### src/hdl/circular_angle_ema_filter_unit_macros.svh
// Assertion macros for the circular angle averaging filter.
// Used by the top level only; empty when SYNTHESIS is defined.
`ifndef CIRCULAR_ANGLE_EMA_FILTER_UNIT_MACROS_SVH
`define CIRCULAR_ANGLE_EMA_FILTER_UNIT_MACROS_SVH
`ifndef SYNTHESIS
`define CAEF_ASSERT_SAME(label, clk, rst, ante, cons) \
  label: assert property (@(posedge clk) disable iff (rst) (ante) |-> (cons)) \
    else $error("assertion failed");
`define CAEF_ASSERT_NEXT(label, clk, rst, ante, cons) \
  label: assert property (@(posedge clk) disable iff (rst) (ante) |=> (cons)) \
    else $error("assertion failed");
`else
`define CAEF_ASSERT_SAME(label, clk, rst, ante, cons)
`define CAEF_ASSERT_NEXT(label, clk, rst, ante, cons)
`endif
`endif

### src/hdl/caef_pkg.sv
// Shared types, constants and tables of the circular angle averaging filter.
// No dependencies.
package caef_pkg;

  localparam int ANGLE_W      = 14;
  localparam int TRIG_W       = 16;
  localparam int CORDIC_STEPS = 16;
  localparam int STEP_W       = 4;
  localparam int CW           = 34;  // CORDIC datapath, Q2.30 plus headroom
  localparam int ALPHA_W      = 16;
  localparam int CFG_AW       = 2;
  localparam int CFG_DW       = 16;

  localparam logic [CFG_AW-1:0]  REG_CLOCKWISE = 2'd0;
  localparam logic [CFG_AW-1:0]  REG_ALPHA     = 2'd1;
  localparam logic [ALPHA_W-1:0] ALPHA_RESET   = 16'd13107;
  localparam logic [ANGLE_W-1:0] ANGLE_MASK    = '1;
  localparam logic signed [CW-1:0] INV_GAIN    = 34'sd652032874;

  typedef struct packed {
    logic start;
    logic vec;    // 1: vectoring (atan2), 0: rotation (sin/cos)
  } cordic_ctl_t;

  typedef struct packed {
    logic busy;
    logic done;
  } cordic_sts_t;

  function automatic logic signed [CW-1:0] arc_at(input logic [STEP_W-1:0] i);
    logic signed [CW-1:0] r;
    unique case (i)
      4'd0:  r = 34'sh020000000;
      4'd1:  r = 34'sh012E4051E;
      4'd2:  r = 34'sh009FB385B;
      4'd3:  r = 34'sh0051111D4;
      4'd4:  r = 34'sh0028B0D43;
      4'd5:  r = 34'sh00145D7E1;
      4'd6:  r = 34'sh000A2F61E;
      4'd7:  r = 34'sh000517C55;
      4'd8:  r = 34'sh00028BE53;
      4'd9:  r = 34'sh000145F2F;
      4'd10: r = 34'sh0000A2F98;
      4'd11: r = 34'sh0000517CC;
      4'd12: r = 34'sh000028BE6;
      4'd13: r = 34'sh0000145F3;
      4'd14: r = 34'sh00000A2F9;
      default: r = 34'sh00000517D;
    endcase
    return r;
  endfunction

  // Q2.30 to Q1.15, round half up, saturate
  function automatic logic signed [TRIG_W-1:0] to_trig(input logic signed [CW-1:0] v);
    logic signed [CW-1:0] t;
    logic signed [TRIG_W-1:0] r;
    t = (v + (CW'(1) <<< (29 - (TRIG_W - 1)))) >>> (30 - (TRIG_W - 1));
    if (t > CW'((1 <<< (TRIG_W - 1)) - 1))
      r = {1'b0, {(TRIG_W-1){1'b1}}};
    else if (t < -(CW'(1) <<< (TRIG_W - 1)))
      r = {1'b1, {(TRIG_W-1){1'b0}}};
    else
      r = t[TRIG_W-1:0];
    return r;
  endfunction

endpackage

### src/hdl/circular_angle_ema_filter_unit.sv
// Top level of the circular angle averaging filter: control sequencer,
// filter state and output register. Depends on caef_pkg, caef_cordic,
// caef_sermul, caef_serdiv and circular_angle_ema_filter_unit_macros.svh.
//
//  channel  | handshake            | payload
//  ---------+----------------------+---------------------------------
//  input    | in_valid / in_ready  | raw_angle
//  output   | out_valid / out_ready| angle, avg_angle, avg_valid
//  config   | wr_en                | wr_index, wr_data
//
// Each item goes through the 16-step CORDIC (sin/cos); in warm-up the sums
// are updated, the last warm-up sample adds the serial divide, and after
// warm-up the serial gain multiplier and a CORDIC atan2 follow.
// One item is in work at a time; the next is taken while a result waits.
// Reset clears the filter state, clockwise and alpha to their reset values.
// A stalled output holds the sequencer in its output state.
`include "circular_angle_ema_filter_unit_macros.svh"
module circular_angle_ema_filter_unit #(
  parameter int WARMUP_SAMPLES = 16
) (
  input  logic                          clk,
  input  logic                          rst,
  input  logic                          in_valid,
  output logic                          in_ready,
  input  logic [caef_pkg::ANGLE_W-1:0]  raw_angle,
  output logic                          out_valid,
  input  logic                          out_ready,
  output logic [caef_pkg::ANGLE_W-1:0]  angle,
  output logic [caef_pkg::ANGLE_W-1:0]  avg_angle,
  output logic                          avg_valid,
  input  logic                          wr_en,
  input  logic [caef_pkg::CFG_AW-1:0]   wr_index,
  input  logic [caef_pkg::CFG_DW-1:0]   wr_data
);
  import caef_pkg::*;

  localparam int CNT_W = $clog2(WARMUP_SAMPLES + 1);
  localparam int SUM_W = TRIG_W + $clog2(WARMUP_SAMPLES + 1);
  localparam int DW    = SUM_W + 1;
  localparam int PW    = DW + ALPHA_W;
  localparam int DV_W  = $clog2(WARMUP_SAMPLES + 1);
  localparam int SH    = 32 - ANGLE_W;

  localparam logic [3:0] S_IDLE = 4'd0;
  localparam logic [3:0] S_ROT  = 4'd1;
  localparam logic [3:0] S_TRIG = 4'd2;
  localparam logic [3:0] S_DIV  = 4'd3;
  localparam logic [3:0] S_MUL  = 4'd4;
  localparam logic [3:0] S_EMA  = 4'd5;
  localparam logic [3:0] S_VEC  = 4'd6;
  localparam logic [3:0] S_OUT  = 4'd7;

  logic [3:0]              state;
  logic                    clockwise;
  logic [ALPHA_W-1:0]      alpha;
  logic [CNT_W-1:0]        sample_count;
  logic signed [SUM_W-1:0] sin_avg, cos_avg;
  logic [ANGLE_W-1:0]      average_angle, last_angle;
  logic [1:0]              quad;
  logic                    upd_valid;
  logic                    sin_neg, cos_neg;

  logic [ANGLE_W-1:0]      a_in;
  cordic_ctl_t             cctl;
  cordic_sts_t             csts;
  logic signed [CW-1:0]    cx_in, cy_in, cz_in, cx, cy, cz;
  logic signed [TRIG_W-1:0] s_new, c_new;
  logic signed [SUM_W-1:0] s_sum, c_sum;
  logic signed [DW-1:0]    ds, dc;
  logic                    mul_start, smul_done, cmul_done;
  logic signed [PW-1:0]    sprod, cprod;
  logic                    div_start, sdiv_done, cdiv_done;
  logic [SUM_W-1:0]        sq, cq;
  logic signed [CW-1:0]    vx, vy;
  logic [32:0]             phase_rnd;

  assign in_ready = (state == S_IDLE);
  assign a_in     = clockwise ? ANGLE_MASK - raw_angle : raw_angle;

  // sin/cos from the CORDIC result, per quadrant
  always_comb begin
    unique case (quad)
      2'd0: begin c_new = to_trig(cx);  s_new = to_trig(cy);  end
      2'd1: begin c_new = to_trig(-cy); s_new = to_trig(cx);  end
      2'd2: begin c_new = to_trig(-cx); s_new = to_trig(-cy); end
      default: begin c_new = to_trig(cy); s_new = to_trig(-cx); end
    endcase
  end

  assign s_sum = sin_avg + SUM_W'(s_new);
  assign c_sum = cos_avg + SUM_W'(c_new);
  assign ds    = DW'(s_new) - DW'(sin_avg);
  assign dc    = DW'(c_new) - DW'(cos_avg);
  assign vx    = CW'(cos_avg) <<< (30 - (TRIG_W - 1));
  assign vy    = CW'(sin_avg) <<< (30 - (TRIG_W - 1));
  assign phase_rnd = {1'b0, cz[31:0]} + (33'd1 << (SH - 1));

  always_comb begin
    cctl  = '{start: 1'b0, vec: 1'b0};
    cx_in = INV_GAIN;
    cy_in = '0;
    cz_in = CW'({a_in[ANGLE_W-3:0], {SH{1'b0}}});
    if (state == S_EMA) begin
      cctl.vec = 1'b1;
      cctl.start = (sin_avg != '0) || (cos_avg != '0);
      if (vx < 0) begin
        cx_in = -vx;
        cy_in = -vy;
        cz_in = CW'(1) <<< 31;
      end else begin
        cx_in = vx;
        cy_in = vy;
        cz_in = '0;
      end
    end else if (state == S_IDLE) begin
      cctl.start = in_valid;
    end
  end

  assign mul_start = (state == S_TRIG) && (sample_count == CNT_W'(WARMUP_SAMPLES));
  assign div_start = (state == S_TRIG) && (sample_count == CNT_W'(WARMUP_SAMPLES - 1));

  caef_cordic u_cordic (
    .clk(clk), .rst(rst), .ctl(cctl), .x_in(cx_in), .y_in(cy_in), .z_in(cz_in),
    .sts(csts), .x(cx), .y(cy), .z(cz)
  );

  caef_sermul #(.MW(DW)) u_smul (
    .clk(clk), .rst(rst), .start(mul_start), .mcand(ds), .mplier(alpha),
    .done(smul_done), .prod(sprod)
  );

  caef_sermul #(.MW(DW)) u_cmul (
    .clk(clk), .rst(rst), .start(mul_start), .mcand(dc), .mplier(alpha),
    .done(cmul_done), .prod(cprod)
  );

  caef_serdiv #(.N(SUM_W), .DV_W(DV_W)) u_sdiv (
    .clk(clk), .rst(rst), .start(div_start),
    .dividend(s_sum[SUM_W-1] ? SUM_W'(-s_sum) : SUM_W'(s_sum)),
    .divisor(DV_W'(WARMUP_SAMPLES)), .done(sdiv_done), .quotient(sq)
  );

  caef_serdiv #(.N(SUM_W), .DV_W(DV_W)) u_cdiv (
    .clk(clk), .rst(rst), .start(div_start),
    .dividend(c_sum[SUM_W-1] ? SUM_W'(-c_sum) : SUM_W'(c_sum)),
    .divisor(DV_W'(WARMUP_SAMPLES)), .done(cdiv_done), .quotient(cq)
  );

  always_ff @(posedge clk) begin
    if (rst) begin
      state         <= S_IDLE;
      clockwise     <= 1'b0;
      alpha         <= ALPHA_RESET;
      sample_count  <= '0;
      sin_avg       <= '0;
      cos_avg       <= '0;
      average_angle <= '0;
      last_angle    <= '0;
      out_valid     <= 1'b0;
      upd_valid     <= 1'b0;
    end else begin
      if (out_valid && out_ready) out_valid <= 1'b0;
      unique case (state)
        S_IDLE: begin
          if (in_valid) begin
            last_angle <= a_in;
            quad       <= a_in[ANGLE_W-1:ANGLE_W-2];
            state      <= S_ROT;
          end
        end
        S_ROT: begin
          if (csts.done) state <= S_TRIG;
        end
        S_TRIG: begin
          if (sample_count == CNT_W'(WARMUP_SAMPLES)) begin
            state <= S_MUL;
          end else if (sample_count == CNT_W'(WARMUP_SAMPLES - 1)) begin
            sin_neg <= s_sum[SUM_W-1];
            cos_neg <= c_sum[SUM_W-1];
            state   <= S_DIV;
          end else begin
            sin_avg      <= s_sum;
            cos_avg      <= c_sum;
            sample_count <= sample_count + 1'b1;
            upd_valid    <= 1'b0;
            state        <= S_OUT;
          end
        end
        S_DIV: begin
          if (sdiv_done) begin
            sin_avg      <= sin_neg ? -$signed(sq) : $signed(sq);
            cos_avg      <= cos_neg ? -$signed(cq) : $signed(cq);
            sample_count <= sample_count + 1'b1;
            upd_valid    <= 1'b0;
            state        <= S_OUT;
          end
        end
        S_MUL: begin
          if (smul_done) begin
            sin_avg <= sin_avg + SUM_W'((sprod + PW'(32768)) >>> 16);
            cos_avg <= cos_avg + SUM_W'((cprod + PW'(32768)) >>> 16);
            state   <= S_EMA;
          end
        end
        S_EMA: begin
          upd_valid <= 1'b1;
          if (cctl.start) begin
            state <= S_VEC;
          end else begin
            average_angle <= '0;  // zero vector
            state         <= S_OUT;
          end
        end
        S_VEC: begin
          if (csts.done) begin
            average_angle <= phase_rnd[31:SH];
            state         <= S_OUT;
          end
        end
        S_OUT: begin
          if (!out_valid || out_ready) begin
            out_valid <= 1'b1;
            angle     <= last_angle;
            avg_angle <= average_angle;
            avg_valid <= upd_valid;
            state     <= S_IDLE;
          end
        end
        default: state <= S_IDLE;
      endcase
      if (wr_en) begin
        if (wr_index == REG_CLOCKWISE) begin
          clockwise     <= wr_data[0];
          alpha         <= ALPHA_RESET;
          sample_count  <= '0;
          sin_avg       <= '0;
          cos_avg       <= '0;
          average_angle <= '0;
          last_angle    <= '0;
        end else if (wr_index == REG_ALPHA) begin
          alpha <= wr_data[ALPHA_W-1:0];
        end
      end
    end
  end

  `CAEF_ASSERT_SAME(a_count_range, clk, rst, 1'b1, sample_count <= CNT_W'(WARMUP_SAMPLES))
  `CAEF_ASSERT_SAME(a_valid_after_warmup, clk, rst, out_valid && avg_valid, sample_count == CNT_W'(WARMUP_SAMPLES))
  `CAEF_ASSERT_SAME(a_cordic_free, clk, rst, cctl.start, !csts.busy)
  `CAEF_ASSERT_NEXT(a_mul_after_warmup, clk, rst, mul_start, state == S_MUL)

endmodule

### src/hdl/caef_cordic.sv
// Iterative CORDIC, one micro-rotation per cycle, rotation or vectoring mode.
// Depends on caef_pkg.
module caef_cordic (
  input  logic                          clk,
  input  logic                          rst,
  input  caef_pkg::cordic_ctl_t         ctl,
  input  logic signed [caef_pkg::CW-1:0] x_in,
  input  logic signed [caef_pkg::CW-1:0] y_in,
  input  logic signed [caef_pkg::CW-1:0] z_in,
  output caef_pkg::cordic_sts_t         sts,
  output logic signed [caef_pkg::CW-1:0] x,
  output logic signed [caef_pkg::CW-1:0] y,
  output logic signed [caef_pkg::CW-1:0] z
);
  import caef_pkg::*;

  logic              busy;
  logic              done;
  logic              vec;
  logic [STEP_W-1:0] step;
  logic              sigma;
  logic signed [CW-1:0] xs, ys, arc;

  assign xs    = x >>> step;
  assign ys    = y >>> step;
  assign arc   = arc_at(step);
  assign sigma = vec ? !(y > 0) : !z[CW-1];
  assign sts   = '{busy: busy, done: done};

  always_ff @(posedge clk) begin
    if (rst) begin
      busy <= 1'b0;
      done <= 1'b0;
      step <= '0;
      vec  <= 1'b0;
    end else begin
      done <= 1'b0;
      if (ctl.start) begin
        busy <= 1'b1;
        vec  <= ctl.vec;
        step <= '0;
        x    <= x_in;
        y    <= y_in;
        z    <= z_in;
      end else if (busy) begin
        if (sigma) begin
          x <= x - ys;
          y <= y + xs;
          z <= z - arc;
        end else begin
          x <= x + ys;
          y <= y - xs;
          z <= z + arc;
        end
        step <= step + 1'b1;
        if (step == STEP_W'(CORDIC_STEPS - 1)) begin
          busy <= 1'b0;
          done <= 1'b1;
        end
      end
    end
  end

endmodule

### src/hdl/caef_sermul.sv
// Bit-serial shift-add multiplier: signed multiplicand times unsigned gain,
// one gain bit per cycle. Depends on caef_pkg.
module caef_sermul #(
  parameter int MW = 22
) (
  input  logic                                    clk,
  input  logic                                    rst,
  input  logic                                    start,
  input  logic signed [MW-1:0]                    mcand,
  input  logic [caef_pkg::ALPHA_W-1:0]            mplier,
  output logic                                    done,
  output logic signed [MW+caef_pkg::ALPHA_W-1:0]  prod
);
  import caef_pkg::*;

  localparam int PW  = MW + ALPHA_W;
  localparam int CNW = $clog2(ALPHA_W + 1);

  logic signed [PW-1:0] sh;
  logic [ALPHA_W-1:0]   m;
  logic [CNW-1:0]       cnt;

  always_ff @(posedge clk) begin
    if (rst) begin
      cnt  <= '0;
      done <= 1'b0;
    end else begin
      done <= 1'b0;
      if (start) begin
        prod <= '0;
        sh   <= PW'(mcand);
        m    <= mplier;
        cnt  <= CNW'(ALPHA_W);
      end else if (cnt != '0) begin
        if (m[0]) prod <= prod + sh;
        sh  <= sh <<< 1;
        m   <= m >> 1;
        cnt <= cnt - 1'b1;
        if (cnt == CNW'(1)) done <= 1'b1;
      end
    end
  end

endmodule

### src/hdl/caef_serdiv.sv
// Restoring divider, one quotient bit per cycle, unsigned operands.
// Depends on caef_pkg.
module caef_serdiv #(
  parameter int N    = 21,
  parameter int DV_W = 9
) (
  input  logic            clk,
  input  logic            rst,
  input  logic            start,
  input  logic [N-1:0]    dividend,
  input  logic [DV_W-1:0] divisor,
  output logic            done,
  output logic [N-1:0]    quotient
);
  import caef_pkg::*;

  localparam int CNW = $clog2(N + 1);

  logic [DV_W-1:0] rem;
  logic [DV_W:0]   trial;
  logic [CNW-1:0]  cnt;

  assign trial = {rem, quotient[N-1]};

  always_ff @(posedge clk) begin
    if (rst) begin
      cnt  <= '0;
      done <= 1'b0;
    end else begin
      done <= 1'b0;
      if (start) begin
        rem      <= '0;
        quotient <= dividend;
        cnt      <= CNW'(N);
      end else if (cnt != '0) begin
        if (trial >= {1'b0, divisor}) begin
          rem      <= DV_W'(trial - {1'b0, divisor});
          quotient <= {quotient[N-2:0], 1'b1};
        end else begin
          rem      <= trial[DV_W-1:0];
          quotient <= {quotient[N-2:0], 1'b0};
        end
        cnt <= cnt - 1'b1;
        if (cnt == CNW'(1)) done <= 1'b1;
      end
    end
  end

endmodule

### config.mk
export PLATFORM = sky130hd
export DESIGN_NAME = circular_angle_ema_filter_unit
export DESIGN_NICKNAME = d
export VERILOG_FILES = /design/src/hdl/caef_pkg.sv /design/src/hdl/circular_angle_ema_filter_unit.sv /design/src/hdl/caef_cordic.sv /design/src/hdl/caef_sermul.sv /design/src/hdl/caef_serdiv.sv
export VERILOG_INCLUDE_DIRS = /design/src /design/src/hdl
export SDC_FILE = /design/constraint.sdc
export NUM_CORES = 2
export LEC_CHECK = 0
export ABC_AREA = 1
export BUFFER_PORTS_ARGS = -buffer_cell sky130_fd_sc_hd__buf_2
export CAP_MARGIN = 10
export CORE_UTILIZATION = 55
export DETAILED_ROUTE_END_ITERATION = 16
export PLACE_DENSITY_LB_ADDON = 0.05
export SKIP_CTS_REPAIR_TIMING = 1
export SLEW_MARGIN = 10
export SYNTH_ARGS = -nofsm -noshare
export SYNTH_HDL_FRONTEND = slang
export SYNTH_SLANG_ARGS = --single-unit
### constraint.sdc
create_clock -name clk -period 12.9 [get_ports clk]
set_clock_uncertainty 0.05 [all_clocks]
set_input_delay 2.58 -clock clk [delete_from_list [all_inputs] [get_ports clk]]
set_output_delay 2.58 -clock clk [all_outputs]
set_load 0.01 [all_outputs]
==> metrics.cfg <==
[yosys]
ys_seq_area_frac = 0.2853
ys_ff_latch = 523
synth-main-ff-cell = edfxtp_1
synth_area_mm2 = 0.04958
synth_cells = 7467
yosysMostFrequentCell = nand2_1
synth_area_leaders = edfxtp_1 (22%), nand2_1 (14%), ha_1 (8.4%), nand3_1 (6.9%), dfxtp_1 (6.3%)
syn_area_per_cell_um2 = 6.640
synth_cell_type_count = 65
yosys.area.top_type_share = 0.2223
yosys.area.top_type = edfxtp_1
yosys_warnings = 0
synth_edf_count = 367
synth_nets = 7846
async_flop_share = 0
synth_commonest_cells = nand2_1 (1831), inv_1 (817), nor2_1 (807)

[grt]
gr-usage-all-layers = 0.3654
grt_pass1_wl_um = 262100
grt_max_degree = 105
grt_pass1_vias = 47167
globalRouteOverflowTotal = 0
antenna_found_initial = 1

[final_layout]
layout.nets = 7787
final_cell_area_mm2 = 0.05288
drive_gt1_frac = 0.04651
areaGrowthSynthToFinish_pct = 6.668

[sta]
rsz0062_at_grt = no
layout_min_cycle_time_ps = 6392
relSlewSlack = 0.1669
timing.final.crit_share = 0.4955
fin_hold_ws_ps = 375.2
hold_viol_final = 0
slew_viol_final = 0
worstMarginPinSlew_ps = 1248
max_freq_mhz = 156.5
setup_tns_ps = 0
finalSetupViolations = 0

[run]
maxCapViolCount = 0

[die]
fp.dieH_um = 302.2
die_w_um = 302.2
io_pins = 68
die_area_mm2 = 0.09135
initial_utilization = 0.5584
rows = 109
fp.coreArea_mm2 = 0.08878

[clock_network]
ctsLongestPathBuffers = 3
worst_skew_pair.late_latency_ps = 670
cts_buffers = 66
htree_levels = 3
cts_tree = built
clk_pin_slew_ps = 60
cts_root_buf = clkbuf_16
clock-sinks = 523

[route]
drt_pass1_iterations = 6
first_iter_violations = 5484
wl_per_cell_um = 19.77
antenna_left = 0
viasPerCell = 5.948
routed_wl_um = 170600
dr_total_vias = 51312
drc = 0

[worst_setup_path]
r2r_start = u_cordic.y[6]$_SDFFCE_PP0P_
worstSetupStartpoint = u_cordic.y[6]$_SDFFCE_PP0P_
worstPathMaxFanout = 24
critical_path_arrival_ps = 6740
start_kind = flip-flop
cpPeakStageDelay_ps = 690
crit_top_cell = nand2_1
required_ps = 13250
cp-end-kind = flip-flop
critPathKind = flip-flop to flip-flop
critPathSlowestCell = nand3_1

[worst_hold_path]
min-delay-path-class = flip-flop to flip-flop
min_from = last_angle[13]$_SDFF_PP0_

[place]
dp_hpwl_um = 132000
port_buffers = 67
place_area_mm2 = 0.05070
place.gp.congestion = 1.070

[status]
status = finished clean

## registers in the layout, indices dropped and copies added, names as in the netlist, 21 cells and up
signal	cells
u_sdiv.quotient	21
u_cordic.y	34
cos_avg	21
u_smul.prod	37
u_smul.sh	37
u_cmul.prod	37
sin_avg	21
u_cordic.x	34
u_cdiv.quotient	21
u_cmul.sh	37
u_cordic.arc	30
u_cordic.z	34
## layout make-up
| cell class | count | area [um^2] |
|---|---|---|
| Inverter | 845 | 3177 |
| Multi-Input combinational cell | 5860 | 31240 |
| Antenna cell | 1 | 2.502 |
| Clock inverter | 30 | 326.6 |
| Tap cell | 1165 | 1458 |
| Timing Repair Buffer | 112 | 673.1 |
| Clock buffer | 91 | 1859 |
| Fill cell | 8772 | 35900 |
| Sequential cell | 523 | 14150 |
## critical path, delay by kind of cell (launching register included)
kind / cells / cell delay (ps)
compound gates: 6 / 1330
fa+ha+maj: 1 / 380
simple gates: 19 / 3330
buf+inv: 3 / 520
flops: 1 / 510
## final timing paths
kind,to,slack [ps],cells after the start
worst max-delay path,u_cdiv.quotient[17]$_DFFE_PP_,6510,29
worst min-delay path,angle[13]$_DFFE_PP_,380,0
worst max register to register,u_cdiv.quotient[17]$_DFFE_PP_,6510,29
worst min register to register,angle[13]$_DFFE_PP_,380,0
## through the flow
step / utilization / worst slack (ps) / instances
6_report: 0.5957 / 6508 / 8627
5_1_grt: 0.5956 / 5989 / 8626
4_1_cts: 0.5956 / 6725 / 8626
3_5_place_dp: 0.5710 / 6711 / 8505
3_3_place_gp: 0.5710 / 6704 / 8505
2_1_floorplan: - / 4048 / 7467
## placed cells by master, fill, tap and decap left out, drive strengths merged, types with 143 or more instances in the layout
master / count
a21oi: 600
dfxtp: 156
edfxtp: 367
ha: 331
inv: 847
nand2: 1852
nand3: 687
nor2: 827
nor3: 143
o21ai: 574
xor2: 279
## logic make-up (layout without fill, tap and decap cells)
group,Yosys count,after routing,synth area share
simple gates,3701,3701,0.3155
flops,523,523,0.2853
other cells,0,1,0
xor+xnor,345,345,0.06095
fa+ha+maj,342,342,0.08797
compound gates,1472,1472,0.1641
buf+inv,1084,1078,0.08628
## routing by layer
metal	share of wire	track usage	wire, um	vias to the layer above
met5	0	0	0	-
met4	0.055	0.1847	9394	0
li1	-	-	-	24984
met3	0.079	0.05559	13510	508
met2	0.44	0.5786	74900	2258
met1	0.43	0.4838	72750	23562
Power is left out: the tool's default activity adds up to more than one toggle a clock period on the data nets, which glitch-free logic cannot reach.
